===== src/sv/phl_ram.sv =====
// Generic single-port-write, single-port-read RAM with registered read.
module phl_ram #(
  parameter int WIDTH = 96,
  parameter int DEPTH = 33
) (
  input  logic                     clk,
  input  logic                     wr_en,
  input  logic [$clog2(DEPTH)-1:0] wr_addr,
  input  logic [WIDTH-1:0]         wr_data,
  input  logic [$clog2(DEPTH)-1:0] rd_addr,
  output logic [WIDTH-1:0]         rd_data
);
  logic [WIDTH-1:0] mem [DEPTH];

  // Write port and registered read port.
  always_ff @(posedge clk) begin
    if (wr_en) begin
      mem[wr_addr] <= wr_data;
    end
    rd_data <= mem[rd_addr];
  end
endmodule


===== config.mk =====
export PLATFORM = sky130hd
export DESIGN_NAME = phl_ram
export DESIGN_NICKNAME = d
export VERILOG_FILES = /design/src/sv/phl_ram.sv
export SDC_FILE = /design/constraint.sdc
export NUM_CORES = 2
export LEC_CHECK = 0
export BUFFER_PORTS_ARGS = -buffer_cell sky130_fd_sc_hd__buf_2
export CELL_PAD_IN_SITES_DETAIL_PLACEMENT = 1
export CELL_PAD_IN_SITES_GLOBAL_PLACEMENT = 2
export CORE_MARGIN = 3
export CORE_UTILIZATION = 25
export DETAILED_ROUTE_END_ITERATION = 10
export PLACE_DENSITY = 0.43
export SYNTH_ARGS = -nofsm -noshare
export SYNTH_HDL_FRONTEND = slang
export SYNTH_SLANG_ARGS = --single-unit
export TNS_END_PERCENT = 100

===== constraint.sdc =====
create_clock -name clk -period 8.64 [get_ports clk]
set_input_delay 1.728 -clock clk [delete_from_list [all_inputs] [get_ports clk]]
set_output_delay 1.728 -clock clk [all_outputs]
set_load 0.1 [all_outputs]

==> results.py <==
metrics = {
    "layout": {
        "nets": 6259,
        "syn2layout_area_growth_pct": 17.40,
        "layout-drive-gt1-share": 0.2485,
        "fill_cells": 49030,
    },
    "clock_tree": {
        "cts_setup_buffers": 0,
        "cts_tree": "built",
        "path_clk_slew_ns": 0.06,
        "cts_buffer_depth": 4,
        "clock_sinks": 3264,
        "htreeDepth": 5,
        "postCtsHoldBufs": 0,
        "numCtsBuffers": 380,
        "insertion_delay_ns": 0.97,
        "ctsResizeCount": 0,
        "root_buffer": "clkbuf_16",
    },
    "drt": {
        "drt-wirelength-per-cell_um": 31.60,
        "viasPerCell": 4.669,
        "first_iter_violations": 4668,
        "drt_wl_total_um": 409500,
        "drtPass1Iterations": 7,
        "drc_errors": 0,
        "postRouteAntennaNets": 0,
        "vias": 60510,
    },
    "synth": {
        "synth_area_leader_cell": "edfxtp_1",
        "synth_cell_types": 37,
        "synth-seq-cells": 3264,
        "syn_nets": 5852,
        "avgSynthCellArea_um2": 21.44,
        "yosysSeqAreaShare": 0.7884,
        "synth.area.top_cells": "edfxtp_1 77%, mux4_2 11%, mux2i_1 2.6%",
        "synth_common_cells": "3168 x edfxtp_1, 628 x mux4_2, 428 x nand2_1",
        "synth_ff_type": "edfxtp_1",
        "synth_top_area_frac": 0.7728,
        "async_reset_ff_frac": 0,
        "yosys_warnings": 0,
        "synth_edf_count": 3168,
        "synthCells": 5742,
        "netlist_area_um2": 123100,
        "post-synth-top-count-cell": "edfxtp_1",
    },
    "critical_path": {
        "worst-path-max-fanout": 98,
        "worstSetupPathType": "primary input to register",
        "cp.required_ns": 9.44,
        "critPathLaunchType": "primary input",
        "cp.arrival_ns": 5.10,
        "r2r_end": "rd_data[31]",
        "ff2ff_path_depth": 5,
        "crit_path_end_kind": "register",
        "rrSetupSlack_ns": 6.65,
        "timing.rr.start": "mem[31][31]",
    },
    "global_route": {
        "grt-ovfl-total": 0,
        "grt_pass1_vias": 66220,
        "antenna_found_initial": 69,
        "grt.total_usage": 0.1604,
        "grt_max_degree": 102,
        "grt_pass1_wl_um": 562700,
    },
    "sta": {
        "fmax_mhz": 232.2,
        "slew_viol_final": 0,
        "worst_slew_pin_slew_ns": 1.227,
        "skew_ns": 0.03817,
        "hold_viol": 0,
        "period_needed_ns": 4.307,
        "layout_worst_path_cycle_share": 0.4985,
        "grt_setup_unrepaired": "no",
        "slew_headroom": 0.1820,
        "finalSetupTns_ns": 0,
        "final-setup-viol-count": 0,
    },
    "power_and_ir_drop": {
        "p_total_mw": 35.13,
        "powerDensity_nw_per_um2": 243.1,
        "p_leak_nw": 45.37,
        "ir_drop_mv": 0.1444,
    },
    "placement": {
        "hpwl_um": 204800,
        "gp_congestion": 0.6962,
        "port-buffer-count": 205,
    },
    "floorplanning": {
        "pin_count": 206,
        "initial_core_util": 0.2510,
        "dieArea_um2": 500900,
        "rows": 257,
        "fp.dieW_um": 707.7,
        "core_um2": 490400,
        "die_y_um": 707.7,
    },
    "min_path": {
        "hold_class": "register to register",
        "holdPathEnd": "rd_data[55]",
        "worstHoldStart": "mem[32][55]",
        "whs_path_depth": 2,
    },
    "outcome": {
        "outcome": "completed",
    },
    "run": {
        "cap_violations": 0,
    },
}
[layout by cell type (no fill, tap or decap), types with 4 or more instances in the layout]
master,netlist,layout
o311ai_1,52,51
buf_12,0,43
a221oi_1,6,6
a22oi_1,12,12
diode_2,0,9
and3_1,63,63
nand4_1,54,54
buf_4,48,106
clkinvlp_4,0,6
o221ai_1,112,112
inv_6,0,7
a31oi_1,6,6
a21oi_1,178,178
mux2_2,52,52
clkbuf_16,0,394
mux2i_1,324,324
o211ai_1,27,27
mux4_2,628,628
o21ai_0,11,11
a22o_1,6,6
edfxtp_1,3168,3168
a221o_1,11,11
buf_2,55,200
clkinv_2,0,65
nor2_4,0,35
nand2_1,428,426
clkinv_8,0,4
bufinv_16,0,17
clkbuf_1,155,123
nand3b_1,4,4
a211oi_1,11,11
dfxtp_1,96,96
o22ai_1,49,49
nor2_1,49,14
clkinv_1,0,56
nand3_1,14,14
and2_1,39,39
clkbuf_8,0,34
[logic make-up (layout without fill, tap and decap cells)]
group | count (synthesis) | after routing | synth area share
AOI/OAI and AO/OA | 481 | 481 | 0.02694
and+or+nand+nor | 663 | 663 | 0.02394
DFF | 3264 | 3264 | 0.7884
muxes | 1004 | 1004 | 0.1460
other | 0 | 9 | 0
buffers and inverters | 330 | 1062 | 0.01474
[layer usage]
layer / up-vias / wire (um) / GRT usage
met5: - / 168 / 0
met4: 26 / 7649 / 0.03029
met3: 538 / 15700 / 0.02167
met2: 1179 / 206700 / 0.2817
met1: 33930 / 179200 / 0.2125
li1: 24840 / - / -
[worst max-delay path, stage by stage]
cell and delay, ns:
buf_8 0.48, buf_12 0.63, buf_4 0.78, mux4_2 0.42, mux2i_1 0.25, nor2_1 0.07, a31oi_1 0.20, o221ai_1 0.15
[through the flow]
| step | instances | util | cell area (um^2) | hold WS, ns | setup WS (ns) |
|---|---|---|---|---|---|
| after floorplan | 5742 | - | 123100 | 0.4245 | 1.825 |
| after global placement | 12240 | 0.2701 | 132400 | 0.4346 | 3.336 |
| after detailed placement | 12240 | 0.2701 | 132400 | 0.4424 | 3.261 |
| after CTS | 12950 | 0.2947 | 144500 | 0.4536 | 4.346 |
| after global routing | 12950 | 0.2947 | 144500 | 0.4741 | 4.196 |
| final | 12960 | 0.2947 | 144500 | 0.4459 | 4.333 |
[worst max-delay path by stage]
stage,start,end,slack [ns],cells past startpoint
3_5_place_dp,rd_addr[2],rd_data[87],3.26,8
3_3_place_gp,rd_addr[2],rd_data[87],3.34,8
6_report,rd_addr[2],rd_data[87],4.33,8
2_1_floorplan,wr_addr[2],mem[25][0],1.83,2
4_1_cts,rd_addr[2],rd_data[87],4.35,8
5_1_grt,rd_addr[2],rd_data[87],4.20,8
[power breakdown]
| part | leakage, nW | switching, mW | internal (mW) |
|---|---|---|---|
| clock network | 5.91 | 6.56 | 9.14 |
| logic | 10.2 | 1.32 | 0.529 |
| registers | 29.3 | 0.0760 | 17.5 |
| total | 45.4 | 7.95 | 27.2 |
[cell type report]
type | count | area, um^2 | share of cell area
timing repair buffer | 353 | 2716 | 0.01880
clock buffer | 550 | 10780 | 0.07456
tap | 6475 | 8102 | 0.05606
antenna | 9 | 22.52 | 0.0001558
clock inverter | 157 | 1279 | 0.008848
sequential | 3264 | 97050 | 0.6716
multi-input combinational | 2148 | 24550 | 0.1699
inverter | 2 | 20.02 | 0.0001385
[flip-flops by register name, indices dropped and copies added (netlist names)]
name,count
rd_data,96
mem,3168
No activity file was read; power rests on OpenSTA's default activity.
